===== src/rtl/i2csrp_pkg.sv =====
package i2csrp_pkg;

    localparam int TX_DEPTH_DEF = 256;
    localparam int RX_DEPTH_DEF = 128;

    localparam logic [7:0] PTR_CHANNEL  = 8'd10;
    localparam logic [7:0] PTR_MODE     = 8'd11;
    localparam logic [7:0] PTR_COUPLING = 8'd12;
    localparam logic [7:0] CHANNEL_MAX  = 8'd8;

    localparam logic [7:0] TX_LAST_RST    = 8'd114;
    localparam logic [7:0] MODE_LIMIT_RST = 8'd15;
    localparam logic [7:0] DC_CODE_RST    = 8'd0;
    localparam logic [7:0] AC_CODE_RST    = 8'd1;

    localparam int PADDR_W = 4;
    localparam int PDATA_W = 32;

    typedef enum logic [1:0] {
        REG_TX_LAST    = 2'd0,
        REG_MODE_LIMIT = 2'd1,
        REG_DC_CODE    = 2'd2,
        REG_AC_CODE    = 2'd3
    } t_reg;

    typedef enum logic [2:0] {
        CMD_WR_ADDR = 3'd0,
        CMD_RX_BYTE = 3'd1,
        CMD_RD_ADDR = 3'd2,
        CMD_TX_BYTE = 3'd3,
        CMD_STOP    = 3'd4,
        CMD_HOST_LD = 3'd5,
        CMD_HOST_RD = 3'd6
    } t_cmd;

    typedef enum logic [2:0] {
        PH_IDLE    = 3'd0,
        PH_WR_ADDR = 3'd1,
        PH_POINTER = 3'd2,
        PH_WR_DATA = 3'd3,
        PH_RD_ADDR = 3'd4,
        PH_RD_DATA = 3'd5
    } t_phase;

    typedef struct packed {
        logic       tx_valid;
        logic       rx_sel;
        logic       channel_set;
        logic [3:0] channel_value;
        logic       mode_set;
        logic [7:0] mode_value;
        logic       coupling_set;
        logic       coupling_ac;
        t_phase     link_phase;
    } t_res_ctl;

endpackage


===== src/rtl/i2csrp_if.sv =====
interface i2csrp_req_if;
    logic       valid;
    logic       ready;
    logic [2:0] command;
    logic [7:0] data_byte;
    logic [7:0] host_index;

    modport source (output valid, output command, output data_byte, output host_index,
                    input ready);
    modport sink (input valid, input command, input data_byte, input host_index,
                  output ready);
endinterface

interface i2csrp_res_if;
    logic       valid;
    logic       ready;
    logic [7:0] tx_byte;
    logic       tx_valid;
    logic       channel_set;
    logic [3:0] channel_value;
    logic       mode_set;
    logic [7:0] mode_value;
    logic       coupling_set;
    logic       coupling_ac;
    logic [7:0] rx_byte;
    logic [2:0] link_phase;

    modport source (output valid, output tx_byte, output tx_valid, output channel_set,
                    output channel_value, output mode_set, output mode_value,
                    output coupling_set, output coupling_ac, output rx_byte,
                    output link_phase, input ready);
    modport sink (input valid, input tx_byte, input tx_valid, input channel_set,
                  input channel_value, input mode_set, input mode_value,
                  input coupling_set, input coupling_ac, input rx_byte,
                  input link_phase, output ready);
endinterface


===== src/rtl/i2csrp_buf.sv =====
module i2csrp_buf #(
    parameter int DEPTH = i2csrp_pkg::TX_DEPTH_DEF
) (
    input  logic                     i_clk,
    input  logic                     i_rst_n,
    input  logic                     i_we,
    input  logic [$clog2(DEPTH)-1:0] i_waddr,
    input  logic [7:0]               i_wdata,
    input  logic                     i_re,
    input  logic [$clog2(DEPTH)-1:0] i_raddr,
    output logic [7:0]               o_rdata
);

    logic [7:0]       r_mem [DEPTH];
    logic [DEPTH-1:0] r_vld;
    logic [7:0]       r_q;
    logic             r_qv;

    always_ff @(posedge i_clk) begin
        if (i_we) begin
            r_mem[i_waddr] <= i_wdata;
        end
        if (i_re) begin
            r_q <= r_mem[i_raddr];
        end
    end

    always_ff @(posedge i_clk) begin
        if (!i_rst_n) begin
            r_vld <= '0;
            r_qv  <= 1'b0;
        end else begin
            if (i_we) begin
                r_vld[i_waddr] <= 1'b1;
            end
            if (i_re) begin
                r_qv <= r_vld[i_raddr];
            end
        end
    end

    assign o_rdata = r_qv ? r_q : 8'd0;

endmodule


===== src/rtl/i2c_slave_register_port_top.sv =====
// Channel   Direction  Handshake       Contents
// i_req     in         valid/ready     command, data_byte, host_index
// o_res     out        valid/ready     tx/rx bytes, decoded settings, link_phase
// APB       in         psel/penable    tx_last_index, mode_limit, dc_code, ac_code
//
// One request per cycle while no stalled result is pending; each result appears in the cycle after its request.
// The buffer read port is registered, and the result register holds that cycle.
// Reset is synchronous; buffers read as zero until written, with no clearing pass.
// A stalled result blocks new requests only while it is not taken.
module i2c_slave_register_port_top #(
    parameter int TX_DEPTH = i2csrp_pkg::TX_DEPTH_DEF,
    parameter int RX_DEPTH = i2csrp_pkg::RX_DEPTH_DEF
) (
    input  logic                             i_clk,
    input  logic                             i_rst_n,
    i2csrp_req_if.sink                       i_req,
    i2csrp_res_if.source                     o_res,
    input  logic                             psel,
    input  logic                             penable,
    input  logic                             pwrite,
    input  logic [i2csrp_pkg::PADDR_W-1:0]   paddr,
    input  logic [i2csrp_pkg::PDATA_W-1:0]   pwdata,
    output logic [i2csrp_pkg::PDATA_W-1:0]   prdata,
    output logic                             pready
);

    localparam int TAW = $clog2(TX_DEPTH);
    localparam int RAW = $clog2(RX_DEPTH);

    logic [7:0] r_tx_last;
    logic [7:0] r_mode_limit;
    logic [7:0] r_dc_code;
    logic [7:0] r_ac_code;

    i2csrp_pkg::t_phase r_phase;
    i2csrp_pkg::t_phase n_phase;
    logic [7:0]         r_ptr;
    logic [7:0]         n_ptr;
    logic [RAW-1:0]     r_rx_pos;
    logic [RAW-1:0]     n_rx_pos;
    logic [TAW-1:0]     r_tx_pos;
    logic [TAW-1:0]     n_tx_pos;

    logic                 r_out_vld;
    i2csrp_pkg::t_res_ctl r_ctl;
    i2csrp_pkg::t_res_ctl n_ctl;

    logic               acc;
    i2csrp_pkg::t_cmd   cmd;
    logic [7:0]         data;
    logic               tx_we;
    logic               tx_re;
    logic [TAW-1:0]     tx_raddr;
    logic               rx_we;
    logic               rx_re;
    logic [8:0]         tx_stop;
    logic [TAW-1:0]     tx_base;
    logic [7:0]         tx_rdata;
    logic [7:0]         rx_rdata;
    logic               cfg_wr;

    assign pready = 1'b1;
    assign cfg_wr = psel & penable & pwrite;

    always_ff @(posedge i_clk) begin
        if (!i_rst_n) begin
            r_tx_last    <= i2csrp_pkg::TX_LAST_RST;
            r_mode_limit <= i2csrp_pkg::MODE_LIMIT_RST;
            r_dc_code    <= i2csrp_pkg::DC_CODE_RST;
            r_ac_code    <= i2csrp_pkg::AC_CODE_RST;
        end else if (cfg_wr) begin
            unique case (i2csrp_pkg::t_reg'(paddr[3:2]))
                i2csrp_pkg::REG_TX_LAST:    r_tx_last    <= pwdata[7:0];
                i2csrp_pkg::REG_MODE_LIMIT: r_mode_limit <= pwdata[7:0];
                i2csrp_pkg::REG_DC_CODE:    r_dc_code    <= pwdata[7:0];
                i2csrp_pkg::REG_AC_CODE:    r_ac_code    <= pwdata[7:0];
                default:                    r_tx_last    <= r_tx_last;
            endcase
        end
    end

    always_comb begin
        unique case (i2csrp_pkg::t_reg'(paddr[3:2]))
            i2csrp_pkg::REG_TX_LAST:    prdata = {24'd0, r_tx_last};
            i2csrp_pkg::REG_MODE_LIMIT: prdata = {24'd0, r_mode_limit};
            i2csrp_pkg::REG_DC_CODE:    prdata = {24'd0, r_dc_code};
            i2csrp_pkg::REG_AC_CODE:    prdata = {24'd0, r_ac_code};
            default:                    prdata = '0;
        endcase
    end

    assign i_req.ready = !r_out_vld || o_res.ready;
    assign acc         = i_req.valid && i_req.ready;
    assign cmd         = i2csrp_pkg::t_cmd'(i_req.command);
    assign data        = i_req.data_byte;

    assign tx_stop = ({1'b0, r_tx_last} < 9'(TX_DEPTH - 1)) ? {1'b0, r_tx_last}
                                                           : 9'(TX_DEPTH - 1);
    assign tx_base = (cmd == i2csrp_pkg::CMD_RD_ADDR) ? '0 : r_tx_pos;

    always_comb begin
        n_phase  = r_phase;
        n_ptr    = r_ptr;
        n_rx_pos = r_rx_pos;
        n_tx_pos = r_tx_pos;
        tx_we    = 1'b0;
        tx_re    = 1'b0;
        tx_raddr = tx_base;
        rx_we    = 1'b0;
        rx_re    = 1'b0;
        n_ctl    = '0;
        unique case (cmd)
            i2csrp_pkg::CMD_WR_ADDR: begin
                n_phase = i2csrp_pkg::PH_WR_ADDR;
            end
            i2csrp_pkg::CMD_RX_BYTE: begin
                if (r_phase == i2csrp_pkg::PH_WR_ADDR) begin
                    n_phase  = i2csrp_pkg::PH_POINTER;
                    n_ptr    = data;
                    n_rx_pos = '0;
                end else begin
                    n_phase = i2csrp_pkg::PH_WR_DATA;
                    rx_we   = 1'b1;
                    if (r_rx_pos < RAW'(RX_DEPTH - 1)) begin
                        n_rx_pos = r_rx_pos + 1'b1;
                    end
                    if (r_ptr == i2csrp_pkg::PTR_CHANNEL && data != 8'd0 &&
                        data <= i2csrp_pkg::CHANNEL_MAX) begin
                        n_ctl.channel_set   = 1'b1;
                        n_ctl.channel_value = data[3:0];
                    end
                    if (r_ptr == i2csrp_pkg::PTR_MODE && data <= r_mode_limit) begin
                        n_ctl.mode_set   = 1'b1;
                        n_ctl.mode_value = data;
                    end
                    if (r_ptr == i2csrp_pkg::PTR_COUPLING) begin
                        if (data == r_dc_code) begin
                            n_ctl.coupling_set = 1'b1;
                        end else if (data == r_ac_code) begin
                            n_ctl.coupling_set = 1'b1;
                            n_ctl.coupling_ac  = 1'b1;
                        end
                    end
                end
            end
            i2csrp_pkg::CMD_RD_ADDR, i2csrp_pkg::CMD_TX_BYTE: begin
                n_phase = (cmd == i2csrp_pkg::CMD_RD_ADDR) ? i2csrp_pkg::PH_RD_ADDR
                                                           : i2csrp_pkg::PH_RD_DATA;
                tx_re          = 1'b1;
                n_ctl.tx_valid = 1'b1;
                n_tx_pos       = tx_base;
                if (9'(tx_base) < tx_stop) begin
                    n_tx_pos = tx_base + 1'b1;
                end
            end
            i2csrp_pkg::CMD_STOP: begin
                n_phase = i2csrp_pkg::PH_IDLE;
            end
            i2csrp_pkg::CMD_HOST_LD: begin
                tx_we = ({1'b0, i_req.host_index} < 9'(TX_DEPTH));
            end
            i2csrp_pkg::CMD_HOST_RD: begin
                rx_re        = ({1'b0, i_req.host_index} < 9'(RX_DEPTH));
                n_ctl.rx_sel = rx_re;
            end
            default: begin
                n_phase = r_phase;
            end
        endcase
        n_ctl.link_phase = n_phase;
    end

    always_ff @(posedge i_clk) begin
        if (!i_rst_n) begin
            r_phase   <= i2csrp_pkg::PH_IDLE;
            r_ptr     <= '0;
            r_rx_pos  <= '0;
            r_tx_pos  <= '0;
            r_out_vld <= 1'b0;
        end else begin
            if (acc) begin
                r_phase  <= n_phase;
                r_ptr    <= n_ptr;
                r_rx_pos <= n_rx_pos;
                r_tx_pos <= n_tx_pos;
            end
            if (acc) begin
                r_out_vld <= 1'b1;
            end else if (o_res.ready) begin
                r_out_vld <= 1'b0;
            end
        end
    end

    always_ff @(posedge i_clk) begin
        if (acc) begin
            r_ctl <= n_ctl;
        end
    end

    i2csrp_buf #(
        .DEPTH (TX_DEPTH)
    ) u_tx_buf (
        .i_clk   (i_clk),
        .i_rst_n (i_rst_n),
        .i_we    (acc && tx_we),
        .i_waddr (i_req.host_index[TAW-1:0]),
        .i_wdata (data),
        .i_re    (acc && tx_re),
        .i_raddr (tx_raddr),
        .o_rdata (tx_rdata)
    );

    i2csrp_buf #(
        .DEPTH (RX_DEPTH)
    ) u_rx_buf (
        .i_clk   (i_clk),
        .i_rst_n (i_rst_n),
        .i_we    (acc && rx_we),
        .i_waddr (r_rx_pos),
        .i_wdata (data),
        .i_re    (acc && rx_re),
        .i_raddr (i_req.host_index[RAW-1:0]),
        .o_rdata (rx_rdata)
    );

    assign o_res.valid         = r_out_vld;
    assign o_res.tx_byte       = r_ctl.tx_valid ? tx_rdata : 8'd0;
    assign o_res.tx_valid      = r_ctl.tx_valid;
    assign o_res.channel_set   = r_ctl.channel_set;
    assign o_res.channel_value = r_ctl.channel_value;
    assign o_res.mode_set      = r_ctl.mode_set;
    assign o_res.mode_value    = r_ctl.mode_value;
    assign o_res.coupling_set  = r_ctl.coupling_set;
    assign o_res.coupling_ac   = r_ctl.coupling_ac;
    assign o_res.rx_byte       = r_ctl.rx_sel ? rx_rdata : 8'd0;
    assign o_res.link_phase    = r_ctl.link_phase;

endmodule


===== src/flat_wrapper.sv =====
// flat-port wrapper written by rule: the top's interface ports become plain ports
module i2c_slave_register_port_top_flat 
#(
    parameter int TX_DEPTH = i2csrp_pkg::TX_DEPTH_DEF,
    parameter int RX_DEPTH = i2csrp_pkg::RX_DEPTH_DEF
)
  (i_clk, i_rst_n, psel, penable, pwrite, paddr, pwdata, prdata, pready, i_req_valid, i_req_command, i_req_data_byte, i_req_host_index, i_req_ready, o_res_valid, o_res_tx_byte, o_res_tx_valid, o_res_channel_set, o_res_channel_value, o_res_mode_set, o_res_mode_value, o_res_coupling_set, o_res_coupling_ac, o_res_rx_byte, o_res_link_phase, o_res_ready);
  i2csrp_req_if i_req_i ();
  i2csrp_res_if o_res_i ();
  input  logic i_clk;
  input  logic i_rst_n;
  input  logic psel;
  input  logic penable;
  input  logic pwrite;
  input  logic [i2csrp_pkg::PADDR_W-1:0] paddr;
  input  logic [i2csrp_pkg::PDATA_W-1:0] pwdata;
  output logic [i2csrp_pkg::PDATA_W-1:0] prdata;
  output logic pready;
  input wire logic [$bits(i_req_i.valid)-1:0] i_req_valid;
  input wire logic [$bits(i_req_i.command)-1:0] i_req_command;
  input wire logic [$bits(i_req_i.data_byte)-1:0] i_req_data_byte;
  input wire logic [$bits(i_req_i.host_index)-1:0] i_req_host_index;
  output wire logic [$bits(i_req_i.ready)-1:0] i_req_ready;
  output wire logic [$bits(o_res_i.valid)-1:0] o_res_valid;
  output wire logic [$bits(o_res_i.tx_byte)-1:0] o_res_tx_byte;
  output wire logic [$bits(o_res_i.tx_valid)-1:0] o_res_tx_valid;
  output wire logic [$bits(o_res_i.channel_set)-1:0] o_res_channel_set;
  output wire logic [$bits(o_res_i.channel_value)-1:0] o_res_channel_value;
  output wire logic [$bits(o_res_i.mode_set)-1:0] o_res_mode_set;
  output wire logic [$bits(o_res_i.mode_value)-1:0] o_res_mode_value;
  output wire logic [$bits(o_res_i.coupling_set)-1:0] o_res_coupling_set;
  output wire logic [$bits(o_res_i.coupling_ac)-1:0] o_res_coupling_ac;
  output wire logic [$bits(o_res_i.rx_byte)-1:0] o_res_rx_byte;
  output wire logic [$bits(o_res_i.link_phase)-1:0] o_res_link_phase;
  input wire logic [$bits(o_res_i.ready)-1:0] o_res_ready;
  assign i_req_i.valid = i_req_valid;
  assign i_req_i.command = i_req_command;
  assign i_req_i.data_byte = i_req_data_byte;
  assign i_req_i.host_index = i_req_host_index;
  assign i_req_ready = i_req_i.ready;
  assign o_res_valid = o_res_i.valid;
  assign o_res_tx_byte = o_res_i.tx_byte;
  assign o_res_tx_valid = o_res_i.tx_valid;
  assign o_res_channel_set = o_res_i.channel_set;
  assign o_res_channel_value = o_res_i.channel_value;
  assign o_res_mode_set = o_res_i.mode_set;
  assign o_res_mode_value = o_res_i.mode_value;
  assign o_res_coupling_set = o_res_i.coupling_set;
  assign o_res_coupling_ac = o_res_i.coupling_ac;
  assign o_res_rx_byte = o_res_i.rx_byte;
  assign o_res_link_phase = o_res_i.link_phase;
  assign o_res_i.ready = o_res_ready;
  i2c_slave_register_port_top #(.TX_DEPTH(TX_DEPTH), .RX_DEPTH(RX_DEPTH)) u_core (.i_clk(i_clk), .i_rst_n(i_rst_n), .i_req(i_req_i), .o_res(o_res_i), .psel(psel), .penable(penable), .pwrite(pwrite), .paddr(paddr), .pwdata(pwdata), .prdata(prdata), .pready(pready));
endmodule

===== config.mk =====
export PLATFORM = sky130hd
export DESIGN_NAME = i2c_slave_register_port_top_flat
export DESIGN_NICKNAME = d
export VERILOG_FILES = /design/src/rtl/i2csrp_pkg.sv /design/src/rtl/i2csrp_if.sv /design/src/rtl/i2csrp_buf.sv /design/src/rtl/i2c_slave_register_port_top.sv /design/src/flat_wrapper.sv
export SDC_FILE = /design/constraint.sdc
export NUM_CORES = 2
export LEC_CHECK = 0
export BUFFER_PORTS_ARGS = -buffer_cell sky130_fd_sc_hd__buf_2
export CAP_MARGIN = 20
export CORE_MARGIN = 2
export CORE_UTILIZATION = 47
export CTS_CLUSTER_DIAMETER = 200
export DETAILED_ROUTE_END_ITERATION = 16
export GPL_TIMING_DRIVEN = 0
export PLACE_DENSITY = 0.6
export SLEW_MARGIN = 20
export SYNTH_ARGS = -nofsm -noshare
export SYNTH_HDL_FRONTEND = slang
export SYNTH_SLANG_ARGS = --single-unit

===== constraint.sdc =====
create_clock -name i_clk -period 4.72 [get_ports i_clk]
set_input_delay 0.236 -clock i_clk [delete_from_list [all_inputs] [get_ports i_clk]]
set_output_delay 0.236 -clock i_clk [all_outputs]
set_load 0.02 [all_outputs]

Word-level counts from Yosys, hierarchy flattened
Memories as Yosys holds them, arrays and structs flattened. A register that Yosys moved wholly into a read port is not among the register bits.
Cells that the tools add are included.

word-level totals
  logic and storage cells = 127
  RAM bits = 3072
  flip-flop bits (word level) = 466
  input bits = 62
  latch bits = 0
  bits in read-only memories = 0
  memories = 2

memories
  name                   words  bits a word  read ports  clocked after Yosys merged registers in  write ports  RTL line          source
  u_core.u_tx_buf.r_mem  256    8            1           1                                        1            i2csrp_buf.sv:14  logic [7:0] r_mem [DEPTH];
  u_core.u_rx_buf.r_mem  128    8            1           1                                        1            i2csrp_buf.sv:14

operators by class
  $add $sub $neg = 2
  div/mod/pow operators = 0
  mux-type cells = 36
  shift operators = 0
  eq/ne operators = 15
  reduce and logical (&&, ||, !) cells = 30
  magnitude comparators = 12
  bitwise operators = 8
  $mul = 0

operators by type and width
  cell                   count
  $or A256 B256 Y256     1
  $or A128 B128 Y128     1
  $pmux W32 S4           1
  $mux W8                7
  $eq A8 B4 Y1 const B   3
  $lt A8 B9 Y1 const B   2
  $mux W1                18
  $eq A8 B8 Y1           2
  $lt A7 B8 Y1 const B   2
  $lt A8 B8 Y1 const B   2
  $mux W7                2
  $pmux W3 S4            1
  $logic_and A1 B1 Y1    10
  $reduce_and A2 Y1      5
  $eq A3 B3 Y1 const B   3
  $lt A8 B9 Y1           1
  $mux W9                1
  $reduce_or A3 Y1       3
  $add A8 B1 Y8 const B  1
  $bmux W1 S8            1
  $demux W1 S8           1
  $ge A8 B1 Y1 const B   1
  $le A8 B4 Y1 const B   1
  $le A8 B8 Y1           1
  other kinds (22)       32

Longest topological paths before layout
  depth in word-level cells = 6
  mapped depth = 17

Hierarchy
Synthesis repeated with hierarchy kept, for this count alone.

second synthesis, totals
  cells, all modules = 6787
  area total of the unflattened synthesis = 137121.5 um^2

by module, submodules not included
  module                         times used  sequential area each (um^2)  cells each  area an instance (um^2)
  i2csrp_buf at u_core.u_tx_buf  1           66884.1                      4286        87995.6
  i2csrp_buf at u_core.u_rx_buf  1           33572.2                      2017        44554.0
  i2c_slave_register_port_top    1           1811.7                       484         4571.9

Worst setup path after synthesis
No wires, ideal clock.

  kind = input port to flip-flop
  start point = input port i_req_command[0]
  end point = register u_core.r_tx_pos[7]
  data required time = 4.592 ns
  stages on the path = 16
  setup time = 0.128 ns
  slack = 1.243 ns
  data arrival time = 3.349 ns
  path buffers = 6
  path through = or3b_4 buf_6 buf_6 buf_2 clkbuf_1 buf_2 nand2_1 inv_1 ha_1 a2111o_1 nor2_1 a211o_1 clkbuf_1 nor4b_1 xor2_1 nor2_1

on the way
  word-level cells in the longest chain between the ends = 4

ends and longest elaborated chain
  item                                                  RTL line                                                                source
  from (decl)                                           flat_wrapper.sv:20                                                      input wire logic [$bits(i_req_i.command)-1:0] i_req_command;
  $eq A3 B2 Y1                                          i2c_slave_register_port_top.sv:99, i2c_slave_register_port_top.sv:112
  $mux W8                                               i2c_slave_register_port_top.sv:99                                       assign tx_base = (cmd == i2csrp_pkg::CMD_RD_ADDR) ? '0 : r_tx_pos;
  $add A8 B1 Y8 / $lt A8 B9 Y1 (equally long branches)  i2c_slave_register_port_top.sv:153, i2c_slave_register_port_top.sv:152
  $mux W8                                               i2c_slave_register_port_top.sv:152                                      if (9'(tx_base) < tx_stop) begin
  to (signal assigned)                                  i2c_slave_register_port_top.sv:185                                      r_tx_pos <= n_tx_pos;
  to (decl)                                             i2c_slave_register_port_top.sv:41                                       logic [TAW-1:0] r_tx_pos;

Parallel ways exist; a longest one is shown, timed or not.
A chain may end at the register's enable or synchronous reset.

Worst setup path in the final report
  start point = register u_core.r_tx_pos[2]
  end point = register u_core.u_tx_buf.r_q[7] (read register of u_core.u_tx_buf.r_mem), data pin

on the way
  word-level cells in the longest chain between the ends = 1

ends and longest elaborated chain
  item       RTL line                           source
  $mux W8    i2c_slave_register_port_top.sv:99
  to (decl)  i2csrp_buf.sv:16                   logic [7:0] r_q;

No other way between the ends.

==> results_dict.tcl <==
set metrics [dict create \
    internal_power_mw 52.2 \
    sw_frac_of_total_pct 22.9 \
    synth_cells 8858 \
    syn_to_final_growth_pct 16.1 \
    timing.fmax_mhz 193 \
    netSwitchingPower_mw 15.5 \
    critPathRequiredTime_ps 5540 \
    clkLatencyLatePin_ps 1010 \
    dpl.hpwl_mm 458 \
    pwr-share-seq_pct 50.5 \
    holdWs_ps 33.4 \
    fin_nets 9565 \
    ir_drop_mv 0.365 \
    boundaryPins 133 \
    highest_layer "met5" \
    grt_pass1_wl_mm 839 \
    finalHoldViolCount 0 \
    yosys_register_bits 3554 \
    track_usage_pct 42.6 \
    worst-setup-path-type "reg -> reg" \
    cap_violations 0 \
    synth_edf_count 3109 \
    comb_power_share_pct 5.0 \
    skew_ps 60.8 \
    start_util_pct 47.2 \
    drv_slew 0 \
    port_buffers 77 \
    tritoncts "yes" \
    yosysSeqAreaShare_pct 72.9 \
    antenna_left 0 \
    rows 200 \
    grt_max_degree 133 \
    die-area_um2 303000 \
    drt_iter0_markers 18000 \
    m1WireLength_mm 225 \
    outcome "complete, but fails checks" \
    cts_root_buffer "clkbuf_16" \
    synth_cell_type_count 82 \
    numCtsBuffers 375 \
    failed_checks "DRC, setup timing" \
    setup_viol 29 \
    route.met3.wl_mm 88.6 \
    setup_tns_ps -4330 \
    hold_path_class "in -> reg" \
    grt_overflow 0 \
    synth.avg_cell_area_um2 15.8 \
    wl_met2_mm 279 \
    layout_worst_path_cycle_share_pct 110 \
    grt_pass1_vias 86700 \
    clock_sinks 3554 \
    cp.arrival_ps 6000 \
    p_per_area_nw_per_um2 416 \
    die_y_um 550 \
    async_flop_share_pct 0 \
    drcViolationCount 2 \
    final_cell_count_no_fill 13800 \
    yosys_warnings 0 \
    power_frac_clock_pct 44.6 \
    critPathMaxFanout 12 \
    die_w_um 550 \
    drive_gt1_share_pct 21.0 \
    cts_max_level 5 \
    final_cell_mix "edfxtp_1 (3109), nor2_1 (1076), nand2_1 (504), mux4_2 (500), dfxtp_1 (443)" \
    rsz0062_at_grt "true" \
    dr.pass1.iters 16 \
    layout_commonest_cell "edfxtp_1" \
    clk_pin_slew_ps 60 \
    tightest_slew_ps 1350 \
    clk_path_buf_depth 4 \
    synth_flop_cell "edfxtp_1" \
    cp-start-kind "register" \
    end_kind "register" \
    dr_total_vias 95500 \
    place_inst 13000 \
    setup_slack_ps -456 \
    leakage_nw 52.5 \
    syn_area_um2 140000 \
    wl_per_cell_um 47.3 \
    gp_congestion 1.11 \
    antenna_found_initial 82 \
    period_needed_ps 5180 \
    design.core.area_um2 297000 \
    wirelength_mm 654 \
    via_per_inst 6.90 \
    relSlewSlack_pct 10.1 \
]
## registers in the layout (all words and copies together) (netlist names), 3 cells and up
register	count
u_core.o_res.channel_value	4
u_core.o_res.link_phase	3
u_core.o_res.mode_value	8
u_core.r_ac_code	8
u_core.r_dc_code	8
u_core.r_mode_limit	8
u_core.r_phase	3
u_core.r_ptr	8
u_core.r_rx_pos	7
u_core.r_tx_last	8
u_core.r_tx_pos	8
u_core.u_rx_buf.r_mem	1024
u_core.u_rx_buf.r_q	8
u_core.u_rx_buf.r_vld	128
u_core.u_tx_buf.r_mem	2048
u_core.u_tx_buf.r_q	8
u_core.u_tx_buf.r_vld	256
## cell type report
class | count | area, µm²
Fill cell | 23600 | 134000
Multi-Input combinational cell | 4680 | 36200
Timing Repair Buffer | 233 | 3230
Sequential cell | 3554 | 102000
Inverter | 34 | 134
Clock buffer | 504 | 10200
Clock inverter | 197 | 2120
Antenna cell | 87 | 218
Tap cell | 3939 | 4930
Buffer | 608 | 3570
## worst max-delay path, cell delays in order, from the launching register on
cell and delay (ps):
dfxtp_2 460, nand2_1 260, buf_2 350, buf_4 270, buf_2 680, buf_2 680, o311ai_0 350, o211ai_1 470
o21ai_0 260, o22ai_2 510, nor4_1 200, a41oi_1 210, mux2_2 240
## final timing paths
kind	startpoint	to	slack [ps]	cells past startpoint
min reg2reg	u_core.u_rx_buf.r_vld[62]$_SDFFE_PN0P_	u_core.u_rx_buf.r_vld[62]$_SDFFE_PN0P_	460	1
max reg2reg	u_core.r_tx_pos[2]$_SDFFE_PN0P_	u_core.u_tx_buf.r_q[7]$_DFFE_PP_	-460	12
min	i_req_command[1]	u_core.o_res.tx_valid$_DFFE_PP_	30	3
max	u_core.r_tx_pos[2]$_SDFFE_PN0P_	u_core.u_tx_buf.r_q[7]$_DFFE_PP_	-460	12
## per-layer routing
layer	track usage, %	up-vias
li1	-	35700
met4	32.3	36
met3	14.9	2240
met5	0.156	-
met2	62.0	8607
met1	52.5	49000
## cells by family after synthesis
family          share of synthesized area [%]
flops                                    72.9
simple gates                             6.80
compound gates                           6.81
mux                                      11.0
buf+inv                                  2.14
xor+xnor                                0.162
fa+ha+maj                               0.152
other cells                           0.00535
## power by group through the flow
| stage | logic (mW) | clock network, mW | registers [mW] |
|---|---|---|---|
| finish | 3.37 | 30.2 | 34.2 |
| global route | 3.29 | 31.2 | 34.2 |
| CTS | 3.19 | 30.0 | 34.2 |
| detailed placement | 3.14 | 0 | 34.8 |
| global placement | 2.93 | 0 | 35.0 |
| floorplan | 1.15 | 0 | 34.8 |
## cell usage after synthesis, drive strengths merged, types with 13 or more instances
library cell     n  area share [%]
ha              17            0.15
clkbuf         282            0.76
o22ai           71            0.32
nand2          510             1.4
a211o           13           0.081
nor2b           40            0.18
a21boi          50            0.27
nand4           14           0.062
edfxtp        3109              67
a211oi         225             1.2
a31oi           51            0.23
xor2            23            0.14
a22oi          131            0.70
inv             31           0.083
and3            94            0.42
o21ai          211            0.75
nor3            40            0.14
dfxtp          445             6.4
nor2          1214             3.3
nand3           75            0.27
nand2b         107            0.48
buf            331             1.3
and2            17           0.076
mux4           500             8.0
o21a            76            0.41
o211ai          38            0.20
a21oi          454             1.6
mux2            73            0.59
a22o            13           0.081
or3             29            0.13
mux2i          338             2.4
a221oi          51            0.32
nor4            42            0.19
## repair_timing
action / 4_1_cts / 5_1_grt
gates resized for setup: 285 / 49
setup endpoints to repair: 17 / 132
pin swaps: 1 / 1
hold buffers: 37 / 0
hold endpoints to repair: 676 / 0
buffers inserted: 1 / 0
## stage by stage
stage	power (mW)	area [µm²]	utilization, %	setup WS (ps)
after floorplan	36.0	140000	-	1240
after global placement	38.0	146000	49.0	-3690
after detailed placement	38.0	149000	50.1	-2090
after CTS	67.4	162000	54.7	-62.0
after global routing	68.7	163000	54.8	-46.8
final	67.7	163000	54.8	-456
No activity file was read; power rests on OpenSTA's default activity.
